File: src/rtl/pid_pkg.sv
// pid_pkg: shared types and constants for the pid controller step block
// no dependencies

package pid_pkg;

    localparam int unsigned ONE_Q16 = 65536;

    typedef enum logic [1:0] {
        MODE_OFF   = 2'd0,
        MODE_POS   = 2'd1,
        MODE_SPEED = 2'd2,
        MODE_RSVD  = 2'd3
    } mode_t;

    typedef enum logic [2:0] {
        REG_MODE   = 3'd0,
        REG_KP     = 3'd1,
        REG_PCLAMP = 3'd2,
        REG_KI     = 3'd3,
        REG_ICLAMP = 3'd4,
        REG_KD     = 3'd5,
        REG_DFILT  = 3'd6,
        REG_OLIM   = 3'd7
    } reg_idx_t;

    // sequencer steps; each names the datapath operation for that step
    typedef enum logic [3:0] {
        ST_IDLE,
        ST_ERR,
        ST_PMUL,
        ST_IACC,
        ST_IMUL,
        ST_DSUB,
        ST_DDIV,
        ST_DFLT,
        ST_DMIX,
        ST_DMUL,
        ST_SUM,
        ST_LIM,
        ST_ACC1,
        ST_ACC2,
        ST_DONE,
        ST_OUT
    } state_t;

    typedef struct packed {
        state_t op;
        logic   div_start;
    } pid_cmd_t;

    typedef struct packed {
        logic div_done;
    } pid_stat_t;

endpackage

File: src/rtl/pid_ctrl.sv
// pid_ctrl: sequencer state machine for one controller step
// depends on pid_pkg

module pid_ctrl (
    input  logic                  clk,
    input  logic                  rst_n,
    input  logic                  in_valid,
    input  logic                  out_ready,
    input  logic                  d_enabled,
    input  logic                  accel_on,
    input  pid_pkg::pid_stat_t    stat,
    output pid_pkg::pid_cmd_t     cmd,
    output logic                  in_ready,
    output logic                  out_valid
);
    pid_pkg::state_t state_reg, state_next;

    always_ff @(posedge clk or negedge rst_n)
    begin
        if (!rst_n)
            state_reg <= pid_pkg::ST_IDLE;
        else
            state_reg <= state_next;
    end

    always_comb
    begin
        state_next    = state_reg;
        cmd.op        = state_reg;
        cmd.div_start = 1'b0;
        in_ready      = 1'b0;
        out_valid     = 1'b0;
        case (state_reg)
            pid_pkg::ST_IDLE:
            begin
                in_ready = 1'b1;
                if (in_valid)
                    state_next = pid_pkg::ST_ERR;
            end
            pid_pkg::ST_ERR:  state_next = pid_pkg::ST_PMUL;
            pid_pkg::ST_PMUL: state_next = pid_pkg::ST_IACC;
            pid_pkg::ST_IACC: state_next = pid_pkg::ST_IMUL;
            pid_pkg::ST_IMUL:
                state_next = d_enabled ? pid_pkg::ST_DSUB : pid_pkg::ST_DFLT;
            pid_pkg::ST_DSUB:
            begin
                cmd.div_start = 1'b1;
                state_next    = pid_pkg::ST_DDIV;
            end
            pid_pkg::ST_DDIV:
                if (stat.div_done)
                    state_next = pid_pkg::ST_DFLT;
            pid_pkg::ST_DFLT:
                state_next = d_enabled ? pid_pkg::ST_DMIX : pid_pkg::ST_DMUL;
            pid_pkg::ST_DMIX: state_next = pid_pkg::ST_DMUL;
            pid_pkg::ST_DMUL: state_next = pid_pkg::ST_SUM;
            pid_pkg::ST_SUM:  state_next = pid_pkg::ST_LIM;
            pid_pkg::ST_LIM:
                state_next = accel_on ? pid_pkg::ST_ACC1 : pid_pkg::ST_DONE;
            pid_pkg::ST_ACC1: state_next = pid_pkg::ST_ACC2;
            pid_pkg::ST_ACC2: state_next = pid_pkg::ST_DONE;
            pid_pkg::ST_DONE: state_next = pid_pkg::ST_OUT;
            pid_pkg::ST_OUT:
            begin
                out_valid = 1'b1;
                // in OUT a new item is taken only together with the result transfer
                in_ready  = out_ready;
                if (out_ready)
                    state_next = in_valid ? pid_pkg::ST_ERR : pid_pkg::ST_IDLE;
            end
            default: state_next = pid_pkg::ST_IDLE;
        endcase
    end
endmodule

File: config.mk
export PLATFORM = sky130hd
export DESIGN_NAME = pid_ctrl
export DESIGN_NICKNAME = d
export VERILOG_FILES = /design/src/rtl/pid_pkg.sv /design/src/rtl/pid_ctrl.sv
export SDC_FILE = /design/constraint.sdc
export NUM_CORES = 1
export LEC_CHECK = 0
export ABC_CLOCK_PERIOD_IN_PS = 1200
export BUFFER_PORTS_ARGS = -buffer_cell sky130_fd_sc_hd__buf_2
export CORE_AREA = 2 2 39 41
export CTS_CLUSTER_SIZE = 10
export DETAILED_ROUTE_END_ITERATION = 16
export DIE_AREA = 0 0 41 43
export GPL_TIMING_DRIVEN = 0
export MAX_ROUTING_LAYER = met4
export PLACE_DENSITY_LB_ADDON = 0.08
export SYNTH_ARGS = -nofsm -noshare
export SYNTH_HDL_FRONTEND = slang
export SYNTH_SLANG_ARGS = --single-unit
File: constraint.sdc
create_clock -name clk -period 1.2 [get_ports clk]
set_input_delay 0.24 -clock clk [delete_from_list [all_inputs] [get_ports clk]]
set_output_delay 0.24 -clock clk [all_outputs]
set_load 0.01 [all_outputs]
After elaboration in Yosys (flattened, before gate mapping)
Cells that the tools add are included.
{"block": "totals", "register_bits": 4, "latchBits": 0, "ramBits": 0, "mem_bits_ro": 0, "in_bits": 7, "word_cells": 32, "n_memories": 0}
{"block": "classes", "addsub": 0, "multipliers": 0, "div": 0, "order_cmp": 0, "eq_ne": 18, "n_shift": 0, "muxes": 11, "bitwise": 0, "n_reduce_logical": 2}
{"cell": "4-bit one-hot mux with 16 select lines", "count": 1}
{"cell": "4-bit equality test (second input constant)", "count": 8}
{"cell": "4-bit by 3-bit equality test with 1-bit output (second input constant)", "count": 4}
{"cell": "4-bit 2-to-1 mux", "count": 3}
{"cell": "4-bit by 2-bit equality test with 1-bit output (second input constant)", "count": 2}
{"cell": "2-bit inequality test (second input constant)", "count": 3}
{"cell": "4-bit by 1-bit equality test with 1-bit output (second input constant)", "count": 1}
{"cell": "4-bit zero test", "count": 1}
{"cell": "1-bit 2-to-1 mux", "count": 4}
{"cell": "2-bit 2-to-1 mux", "count": 2}
{"cell": "3-bit AND reduction", "count": 1}
{"cell": "1-bit one-hot mux with 2 select lines", "count": 1}

Logic depth before layout (Yosys ltp)
Gate-level depths: netlist (run 1).
{"block": "logic_depth", "ltp_word": 3, "mapped_depth": 4}

Worst setup path before layout (run 1)
No wires, ideal clock.
{"block": "synth_timing", "kind": "register -> output", "from": "reg state_reg[3]", "to": "out in_ready", "arrival_ns": 1.092, "slack_ns": -0.132, "path_stages_with_launch": 3, "n_path_buf": 1, "cell_sequence": "dfrtp_1 -> buf_4 -> o41ai_1"}
{"block": "synth_via", "elab_chain_len": 2}
{"element": "from (decl)", "line": "pid_ctrl.sv:16", "text": "pid_pkg::state_t state_reg, state_next;"}
{"element": "from (signal assigned)", "line": "pid_ctrl.sv:21", "text": "state_reg <= pid_pkg::ST_IDLE;"}
{"element": "from (signal assigned)", "line": "pid_ctrl.sv:23", "text": "state_reg <= state_next;"}
{"element": "4-bit equality test / 4-bit zero test (equally long branches)", "line": "pid_ctrl.sv:33", "text": "case (state_reg)"}
{"element": "1-bit one-hot mux with 2 select lines (*)", "line": "pid_ctrl.sv:33"}
{"element": "to (decl)", "line": "pid_ctrl.sv:13", "text": "output logic in_ready,"}
Every way passes the cells marked *; elsewhere a longest branch is shown, timed or not.

Worst setup path in the final report (run 1)
Ends and elaborated chain as after synthesis.

==> run summary, run 1 <==
run status: finished with violations
failing checks: setup timing
TritonCTS clock tree: built
share of power burned in combinational logic: 70.1%
cell-internal power: 956 uW
number of endpoints failing setup at the final stage: 4
sum of net half-perimeters after detailed placement: 520 um
CTS root buf: sky130_fd_sc_hd__clkbuf_4
net switching fraction of the power: 39.5%
Max Clock Freq: 687 MHz
Filler Cells Inserted: 143
Max-slew headroom: 85.2%
P_leak: 0.000282 uW
Mapped Nets: 36
max reg flops: 4
maximum level of the CTS H-tree: 1
distinct cell type count after synthesis: 18
Clk pin slew, worst setup/hold paths: 0.04 ns
final number of hold-violating endpoints: 0
final wirelength: 915 um
final antenna-violating net count: 0
flops & latches, synth: 4
arrival time reported for the critical path endpoint: 1.22 ns
most used routing layer in global routing: met2
Critical Path Source Type: register
switching power: 625 uW
maximum clock insertion buffer count: 2
wire per inst: 12.7 um
Post-Route Hold Slack: 0.340 ns
I/O pin total: 14
required arrival time at the worst endpoint: 0.96 ns
Clock power frac: 10.6%
chip height: 43 um
synthesized area per cell: 9.06 um^2
detailed-route DRC error count: 0
worst hold-check path type: input port to asynchronous set/reset pin
antenna diode count: 0
final max-slew violation count: 0
Final Cycle Share: 121%
gp weighted congestion: 0.721
slew at the pin with the worst max-slew slack: 0.222 ns
GRT met2 Usage: 18.8%
GR met3 Demand/Resource: 4.71%
Synth Warn #: 0
largest net degree at the start of global routing: 11
cell area after synthesis: 263 um^2
leftover overflow at the end of global routing: 0
floorplan core area: 0.00138 mm^2
initial antenna violation count: 0
number of buffers added on ports: 13
number of vias per cell: 4.49
peak ir drop on the vdd network: 0.000560 V
starting density of the core: 19.0%
max-cap violation count: 0
unrepaired setup endpoints after global routing: true
final clock skew: 0.00283 ns
minimum clock period after layout: 1.46 ns
overall track demand over capacity in global routing: 12.5%
Total Neg Setup Slack: -0.640 ns
Skew-Pair Late Insertion Delay: 0.24 ns
Power per Cell Area: 2780 mW/mm^2
type of the worst setup path: register to output port
DRC violation total after the first TritonRoute iteration: 1
fraction of layout cells with a size suffix above 1: 69.6%
met1 Resource Use GR: 14.9%
Crit. End Element: output port
vias in the first global route: 328
DR vias: 323
post-synthesis sequential area ratio: 38.1%
Final WS setup: -0.256 ns
area enclosed by the die boundary: 0.00176 mm^2
total clock buffers created by CTS: 3
relative area change from synthesis to final layout: 117%
Cells after Synth: 29
Die Width: 41 um
proportion of power drawn by flip-flops and latches: 19.4%
critical path peak fanout: 10
standard-cell rows: 14
first-pass GRT wire length: 1.44 mm
Sink Count: 4
length of the first detailed-routing pass in iterations: 3
Final Net Count: 65
[critical path: stages (launching register included)]
cell and delay, ns:
sky130_fd_sc_hd__dfrtp_1 0.38, sky130_fd_sc_hd__buf_6 0.15, sky130_fd_sc_hd__o41ai_4 0.27, sky130_fd_sc_hd__buf_2 0.18
[final timing paths]
path / endpoint / slack [ns] / depth (start not counted) / startpoint
worst max-delay path: in_ready / -0.26 / 3 / state_reg[3]
worst min-delay path: state_reg[3] / 0.34 / 2 / rst_n
worst max register to register: state_reg[0] / 0.04 / 4 / state_reg[1]
worst min register to register: state_reg[3] / 0.69 / 2 / state_reg[3]
max in group asynchronous: state_reg[2] / 0.73 / 2 / rst_n
min in group clk: state_reg[0] / 0.37 / 3 / in_valid
[layout by cell type, fill, tap and decap left out, types with 2 or more instances in the layout]
cell type | synthesis | layout
sky130_fd_sc_hd__buf_2 | 0 | 11
sky130_fd_sc_hd__buf_6 | 0 | 10
sky130_fd_sc_hd__dfrtp_2 | 0 | 3
sky130_fd_sc_hd__a21oi_1 | 4 | 4
sky130_fd_sc_hd__inv_1 | 2 | 2
sky130_fd_sc_hd__nand2_1 | 3 | 3
sky130_fd_sc_hd__buf_4 | 2 | 4
sky130_fd_sc_hd__clkbuf_4 | 0 | 3
[cells in the mapped netlist]
cell | count | share of area [%]
sky130_fd_sc_hd__nor2_1 | 1 | 1.4
sky130_fd_sc_hd__nor4_1 | 1 | 2.4
sky130_fd_sc_hd__and2_2 | 1 | 2.9
sky130_fd_sc_hd__and3_4 | 1 | 4.3
sky130_fd_sc_hd__nor3b_1 | 1 | 2.9
sky130_fd_sc_hd__nor3_1 | 2 | 3.8
sky130_fd_sc_hd__nor4bb_1 | 1 | 3.8
sky130_fd_sc_hd__o41ai_1 | 1 | 3.3
sky130_fd_sc_hd__o21a_1 | 1 | 2.9
sky130_fd_sc_hd__nand2_1 | 3 | 4.3
sky130_fd_sc_hd__o31ai_1 | 1 | 2.9
sky130_fd_sc_hd__a21oi_1 | 4 | 7.6
sky130_fd_sc_hd__inv_1 | 2 | 2.9
sky130_fd_sc_hd__dfrtp_1 | 4 | 38
sky130_fd_sc_hd__nand3_2 | 1 | 3.8
sky130_fd_sc_hd__buf_4 | 2 | 5.7
sky130_fd_sc_hd__mux2i_1 | 1 | 3.8
sky130_fd_sc_hd__o221ai_1 | 1 | 3.3
[per-stage QoR]
step	total power, uW	std cells	utilization (%)	setup WS, ns	area, um^2
finish	1580	72	41.1	-0.256	569
global route	1690	72	41.1	-0.337	569
CTS	1400	71	36.7	-0.274	508
detailed placement	882	58	26.5	-0.181	367
global placement	878	58	26.5	-0.167	367
floorplan	693	29	-	0.00614	282
[per-layer routing]
metal  vias up  wire (um)
li1        163          -
met1       150        389
met2         8        480
met3         2         34
met4         0         11
met5         -          0
[repair_timing]
item,in CTS,in global routing
setup buffers,9,3
hold endpoints to repair,4,0
endpoints found under the setup margin,5,7
hold buffers,1,0
pin swaps,1,2
resized for setup,11,12
[power by group through the flow]
| stage | combinational, uW | clock (uW) | sequential [uW] |
|---|---|---|---|
| global route | 1190 | 187 | 314 |
| global placement | 562 | 0 | 317 |
| floorplan | 366 | 0 | 327 |
| detailed placement | 563 | 0 | 319 |
| CTS | 940 | 174 | 289 |
| finish | 1110 | 167 | 306 |
[logic make-up (layout without fill, tap and decap cells)]
group	Yosys count	after routing	share of synthesized area [%]
flops	4	4	38.1
simple gates	12	12	29.5
compound gates	8	8	20.0
mux	1	1	3.81
buf+inv	4	31	8.57
[cell type report]
| cell class | count | area [um^2] | area share (%) |
|---|---|---|---|
| plain buffers | 1 | 11.3 | 1.98 |
| clock buffers | 3 | 22.5 | 3.96 |
| inverters | 2 | 7.51 | 1.32 |
| multi-input cells | 21 | 208 | 36.5 |
| flip-flops and latches | 4 | 104 | 18.2 |
| well taps | 16 | 20.0 | 3.52 |
| repair buffers | 25 | 196 | 34.5 |
Power figures use the tool's default switching activity.
==> inputs of run 2 (changes only) <==
--- a/config.mk
+++ b/config.mk
@@ -5,7 +5,7 @@
 export SDC_FILE = /design/constraint.sdc
 export NUM_CORES = 1
 export LEC_CHECK = 0
-export ABC_CLOCK_PERIOD_IN_PS = 1200
+export ABC_CLOCK_PERIOD_IN_PS = 1700
 export BUFFER_PORTS_ARGS = -buffer_cell sky130_fd_sc_hd__buf_2
 export CORE_AREA = 2 2 39 41
 export CTS_CLUSTER_SIZE = 10
==> constraint.sdc (replaced) <==
create_clock -name clk -period 1.7 [get_ports clk]
set_input_delay 0.34 -clock clk [delete_from_list [all_inputs] [get_ports clk]]
set_output_delay 0.34 -clock clk [all_outputs]
set_load 0.01 [all_outputs]
==> run 2 against run 1 <==
The run now ends clean. Critical endpoint unchanged. Largest power group unchanged. Clock power down 32%. Worst hold slack better by 0.086 ns. Register-to-register slack better by 0.61 ns. Design area down 32%. Routed wire length down 22%. Combinational power down 66%. Count of clock-buffer cells in the layout unchanged. Die area unchanged.
==> run summary, run 2 (same netlist as run 1, synthesis figures left out) <==
type of the worst setup path: register to output port (unchanged)
most frequent cells in the layout: 13 x sky130_fd_sc_hd__buf_2, 4 x sky130_fd_sc_hd__a21oi_1, 3 x sky130_fd_sc_hd__nand2_1, 3 x sky130_fd_sc_hd__clkbuf_4 (was 11 x sky130_fd_sc_hd__buf_2, 10 x sky130_fd_sc_hd__buf_6, 4 x sky130_fd_sc_hd__a21oi_1, 4 x sky130_fd_sc_hd__buf_4)
max reg flops: 4 (unchanged)
DR vias: 287 (was 323)
number of endpoints failing setup at the final stage: 0 (was 4)
number of buffers added on ports: 13 (unchanged)
minimum clock period after layout: 1.60 ns
Sink Count: 4 (unchanged)
total clock buffers created by CTS: 3 (unchanged)
leftover overflow at the end of global routing: 0 (unchanged)
Clock power frac: 16.1% (was 10.6%)
sum of net half-perimeters after detailed placement: 553 um (was 520 um)
required arrival time at the worst endpoint: 1.36 ns (was 0.96 ns)
share of power burned in combinational logic: 52.9% (was 70.1%)
net switching fraction of the power: 41.7% (was 39.5%)
Clk pin slew, worst setup/hold paths: 0.04 ns (about the same)
gp weighted congestion: 0.671 (was 0.721)
wire per inst: 11.6 um (was 12.7 um)
Power per Cell Area: 1840 mW/mm^2 (was 2780 mW/mm^2)
initial antenna violation count: 0 (unchanged)
critical path peak fanout: 10 (unchanged)
chip height: 43 um (unchanged)
most common cell after layout, fill and taps aside: sky130_fd_sc_hd__buf_2 (unchanged)
cell-internal power: 414 uW (was 956 uW)
number of vias per cell: 4.63 (was 4.49)
floorplan core area: 0.00138 mm^2 (unchanged)
max-cap violation count: 0 (unchanged)
Max Clock Freq: 625 MHz
starting density of the core: 19.0% (unchanged)
switching power: 296 uW (was 625 uW)
largest net degree at the start of global routing: 11 (unchanged)
first-pass GRT wire length: 1.19 mm (was 1.44 mm)
P_leak: 0.000182 uW (was 0.000282 uW)
CTS root buf: sky130_fd_sc_hd__clkbuf_4 (unchanged)
standard-cell rows: 14 (unchanged)
arrival time reported for the critical path endpoint: 1.26 ns (was 1.22 ns)
R2R setup slack: 0.65 ns (was 0.04 ns)
maximum level of the CTS H-tree: 1 (unchanged)
TritonCTS clock tree: built (unchanged)
antenna diode count: 0 (unchanged)
Filler Cells Inserted: 159 (was 143)
Total Neg Setup Slack: 0 ns (was -0.640 ns)
unrepaired setup endpoints after global routing: false (was true)
final wirelength: 717 um (was 915 um)
run status: complete, no violations (was finished with violations)
length of the first detailed-routing pass in iterations: 4 (was 3)
peak ir drop on the vdd network: 0.000435 V (was 0.000560 V)
final number of hold-violating endpoints: 0 (unchanged)
Crit. End Element: output port (unchanged)
maximum clock insertion buffer count: 2 (unchanged)
final clock skew: 0.00424 ns (was 0.00283 ns)
fraction of layout cells with a size suffix above 1: 50.0% (was 69.6%)
detailed-route DRC error count: 0 (unchanged)
area enclosed by the die boundary: 0.00176 mm^2 (unchanged)
total power: 710 uW (was 1580 uW)
final antenna-violating net count: 0 (unchanged)
DRC violation total after the first TritonRoute iteration: 4 (was 1)
Critical Path Source Type: register (unchanged)
worst hold-check path type: input port to register (was input port to asynchronous set/reset pin)
slew at the pin with the worst max-slew slack: 0.279 ns (was 0.222 ns)
overall track demand over capacity in global routing: 11.2% (was 12.5%)
relative area change from synthesis to final layout: 47.1% (was 117%)
Max-slew headroom: 81.2% (was 85.2%)
vias in the first global route: 274 (was 328)
I/O pin total: 14 (unchanged)
proportion of power drawn by flip-flops and latches: 31.0% (was 19.4%)
number of buffers inserted to repair setup after CTS: 0 (was 9)
Final Net Count: 55 (was 65)
final max-slew violation count: 0 (unchanged)
Skew-Pair Late Insertion Delay: 0.23 ns (was 0.24 ns)
Final Cycle Share: 94.2%
Die Width: 41 um (unchanged)
==> run 2: layout make-up <==
class	count	area (um^2)	area share (%)
buffer	2	18.8	4.85
clock buffer	3	22.5	5.83
inverter	2	7.51	1.94
multi-input combinational	21	140	36.2
sequential	4	103	26.5
tap	16	20.0	5.18
timing repair buffer	14	75.1	19.4
==> run 2: through the flow <==
step	cells	utilization, %	instance area [um^2]	setup WS, ns	hold WS (ns)
after floorplan	29	-	263	0.268	0.0444
after global placement	58	25.1	348	0.321	0.146
after detailed placement	58	25.1	348	0.296	0.147
after CTS	62	27.5	380	0.0349	0.418
after global routing	62	27.9	387	0.00922	0.434
final	62	27.9	387	0.0988	0.426
==> run 2: worst paths after layout <==
path,to,cells past startpoint,from
worst max-delay path,in_ready,3,state_reg[3]
worst min-delay path,state_reg[0],3,in_valid
worst max register to register,state_reg[0],3,state_reg[2]
worst min register to register,state_reg[0],1,state_reg[0]
max in group asynchronous,state_reg[1],2,rst_n
min in group asynchronous,state_reg[3],2,rst_n
==> run 2: repair_timing <==
| action | CTS | global route |
|---|---|---|
| gates resized for setup | 0 | 3 |
| hold endpoints to repair | 4 | 0 |
| setup endpoints to repair | 0 | 1 |
| hold buffers | 1 | 0 |
==> run 2: power groups by stage <==
stage          Clock, uW  Combinational (uW)  Sequential, uW
6_report             114                 375             220
5_1_grt              136                 414             234
4_1_cts              121                 376             216
3_5_place_dp           0                 372             217
3_3_place_gp           0                 367             210
2_1_floorplan          0                 235             219
==> run 2: worst max-delay path: stages, from the launching register on <==
cell                      delay, ns
sky130_fd_sc_hd__dfrtp_1       0.39
sky130_fd_sc_hd__buf_4         0.18
sky130_fd_sc_hd__o41ai_1       0.28
sky130_fd_sc_hd__buf_2         0.18
==> run 2: routing by layer <==
layer / global-route usage [%] / share of wire, % / vias to the layer above
li1: - / - / 141
met5: - / 0 / -
met3: 6.28 / 3.8 / 0
met4: 8.00 / 0 / 0
met2: 14.7 / 55 / 5
met1: 12.1 / 41 / 141
==> inputs of run 3 (changes only) <==
--- a/config.mk
+++ b/config.mk
@@ -5,7 +5,7 @@
 export SDC_FILE = /design/constraint.sdc
 export NUM_CORES = 1
 export LEC_CHECK = 0
-export ABC_CLOCK_PERIOD_IN_PS = 1700
+export ABC_CLOCK_PERIOD_IN_PS = 1400
 export BUFFER_PORTS_ARGS = -buffer_cell sky130_fd_sc_hd__buf_2
 export CORE_AREA = 2 2 39 41
 export CTS_CLUSTER_SIZE = 10
==> constraint.sdc (replaced) <==
create_clock -name clk -period 1.4 [get_ports clk]
set_input_delay 0.28 -clock clk [delete_from_list [all_inputs] [get_ports clk]]
set_output_delay 0.28 -clock clk [all_outputs]
set_load 0.01 [all_outputs]
==> run 3 against run 2 <==
The run now ends with setup timing left. Total power grew 67%. Final cell count grew 16%. Highest routed layer unchanged. Global-route usage grew 1.2 points. Worst hold slack lost 0.066 ns. Via count grew 16%. Combinational power grew 110%. Die area is the same. First-iteration DRC count shrank 50%. Largest power group unchanged. Sequential cell count is the same. Sequential power grew 21%. Count of clock-buffer cells in the layout is the same. Clock skew shrank 0.00080 ns.
==> run summary, run 3 (same netlist as run 1, synthesis figures left out) <==
met2 wire length: 514 um (was 392 um)
antenna diode count: 0 (unchanged)
Final Net Count: 65 (was 55)
final wirelength: 860 um (was 717 um)
Critical Path Source Type: register (unchanged)
arrival time reported for the critical path endpoint: 1.17 ns (was 1.26 ns)
minimum clock period after layout: 1.45 ns
combined area of the multi-input logic cells: 156 um^2 (was 140 um^2)
slew at the pin with the worst max-slew slack: 0.255 ns (was 0.279 ns)
leftover overflow at the end of global routing: 0 (unchanged)
P_leak: 0.000243 uW (was 0.000182 uW)
area enclosed by the die boundary: 0.00176 mm^2 (unchanged)
Worst Path Buf+Inv: 1 (was 2)
Final WS setup: -0.0531 ns (was 0.0988 ns)
final clock skew: 0.00344 ns (was 0.00424 ns)
final antenna-violating net count: 0 (unchanged)
maximum level of the CTS H-tree: 1 (unchanged)
first-pass GRT wire length: 1.30 mm (was 1.19 mm)
required arrival time at the worst endpoint: 1.12 ns (was 1.36 ns)
detailed-route DRC error count: 0 (unchanged)
relative area change from synthesis to final layout: 92.4% (was 47.1%)
count of non-filler cells in the finished layout: 72 (was 62)
metal3 WL: 33 um (was 27 um)
I/O pin total: 14 (unchanged)
initial antenna violation count: 0 (unchanged)
number of buffers added on ports: 13 (unchanged)
number of endpoints failing setup at the final stage: 1 (was 0)
vias in the first global route: 303 (was 274)
peak ir drop on the vdd network: 0.000694 V (was 0.000435 V)
wire per inst: 11.9 um (was 11.6 um)
maximum clock insertion buffer count: 2 (unchanged)
utilization of the core after routing: 36.5% (was 27.9%)
number of placed instances, taps included: 58 (unchanged)
floorplan core area: 0.00138 mm^2 (unchanged)
Max Clock Freq: 688 MHz
Skew-Pair Late Insertion Delay: 0.23 ns (about the same)
standard-cell rows: 14 (unchanged)
critical path peak fanout: 5 (was 10)
gp weighted congestion: 0.671 (unchanged)
crit path cell chain: and3_4 -> nand3_2 -> o41ai_2 -> buf_2 (was buf_4 -> o41ai_1 -> buf_2)
max-cap violation count: 0 (unchanged)
TritonCTS clock tree: built (unchanged)
run status: finished with violations (was complete, no violations)
failing checks: setup timing
final number of hold-violating endpoints: 0 (unchanged)
Max-slew headroom: 82.8% (was 81.2%)
number of vias per cell: 4.61 (was 4.63)
sum of net half-perimeters after detailed placement: 553 um (unchanged)
most frequent cells in the layout: 12 x sky130_fd_sc_hd__buf_2, 8 x sky130_fd_sc_hd__buf_4, 4 x sky130_fd_sc_hd__buf_6, 4 x sky130_fd_sc_hd__a21oi_1 (was 13 x sky130_fd_sc_hd__buf_2, 4 x sky130_fd_sc_hd__a21oi_1, 3 x sky130_fd_sc_hd__nand2_1, 3 x sky130_fd_sc_hd__clkbuf_4)
final std cell area, no fill: 505 um^2 (was 387 um^2)
unrepaired setup endpoints after global routing: true (was false)
Clk pin slew, worst setup/hold paths: 0.04 ns (about the same)
largest net degree at the start of global routing: 11 (unchanged)
worst hold-check path type: input port to register (unchanged)
Filler Cells Inserted: 144 (was 159)
Final Cycle Share: 104%
highest routed layer: met3 (unchanged)
Sink Count: 4 (unchanged)
post-placement cell area: 348 um^2 (unchanged)
length of the first detailed-routing pass in iterations: 3 (was 4)
most common cell after layout, fill and taps aside: sky130_fd_sc_hd__buf_2 (unchanged)
total clock buffers created by CTS: 3 (unchanged)
cell type group with the largest total delay on the critical path: flip-flops (unchanged)
DRC violation total after the first TritonRoute iteration: 2 (was 4)
cell type of the slowest stage on the worst timing path: sky130_fd_sc_hd__dfrtp_2 (was sky130_fd_sc_hd__dfrtp_1)
Critical Path Max Stage Delay: 0.42 ns (was 0.39 ns)
overall track demand over capacity in global routing: 12.4% (was 11.2%)
final max-slew violation count: 0 (unchanged)
Sequential Area: 104 um^2 (was 103 um^2)
Power per Cell Area: 2340 mW/mm^2 (was 1840 mW/mm^2)
max reg flops: 4 (unchanged)
CTS root buf: sky130_fd_sc_hd__clkbuf_4 (unchanged)
type of the worst setup path: register to output port (unchanged)
DR vias: 332 (was 287)
detailed-routing wirelength on met1: 312 um (was 296 um)
fraction of layout cells with a size suffix above 1: 66.1% (was 50.0%)
Crit. End Element: output port (unchanged)
Die Width: 41 um (unchanged)
starting density of the core: 19.0% (unchanged)
chip height: 43 um (unchanged)
[run 3: cell type report]
class	count	share of cell area, %
plain buffers	1	2.23
repair buffers	25	36.4
clock buffers	3	4.46
flip-flops and latches	4	20.5
inverters	2	1.49
well taps	16	3.96
multi-input cells	21	30.9
[run 3: metrics by stage]
step	hold slack (ns)	setup TNS [ns]	worst slack (ns)	power, uW
after floorplan	-0.0156	0	0.0278	551
after global placement	0.0862	0	0.0811	701
after detailed placement	0.0870	0	0.0555	714
after CTS	0.358	-0.201	-0.0897	1110
after global routing	0.376	-0.163	-0.106	1280
final	0.360	-0.0531	-0.0531	1180
[run 3: path summary, 6_finish.rpt]
check,start,to,slack (ns),cells after the start
max,state_reg[0],in_ready,-0.05,4
min,in_valid,state_reg[0],0.36,3
max reg2reg,state_reg[2],state_reg[0],0.19,4
min reg2reg,state_reg[0],state_reg[0],0.58,1
max in group asynchronous,rst_n,state_reg[2],0.89,2
min in group asynchronous,rst_n,state_reg[3],0.38,2
[run 3: repair_timing]
action | in CTS | in global routing
pin swaps | 3 | 4
hold buffers | 1 | 0
buffers inserted | 8 | 3
endpoints found under the setup margin | 3 | 3
hold endpoints to repair | 4 | 0
cloned | 0 | 0
gates resized for setup | 10 | 2
[run 3: report_power, final]
part	leakage [uW]	internal, uW	switching, uW
registers	0.0000411	182	85.0
logic	0.000188	454	322
clock network	0.0000138	95.6	43.9
total	0.000243	732	451
[run 3: layer usage]
layer,vias to the layer above,GRT usage [%]
met3,0,6.28
met5,-,-
met2,7,18.1
li1,162,-
met1,163,12.4
met4,0,8.00
[run 3: tightest hold or removal path, stage by stage]
cell	delay, ns
sky130_fd_sc_hd__buf_2	0.09
sky130_fd_sc_hd__o221ai_1	0.10
sky130_fd_sc_hd__o31ai_1	0.09
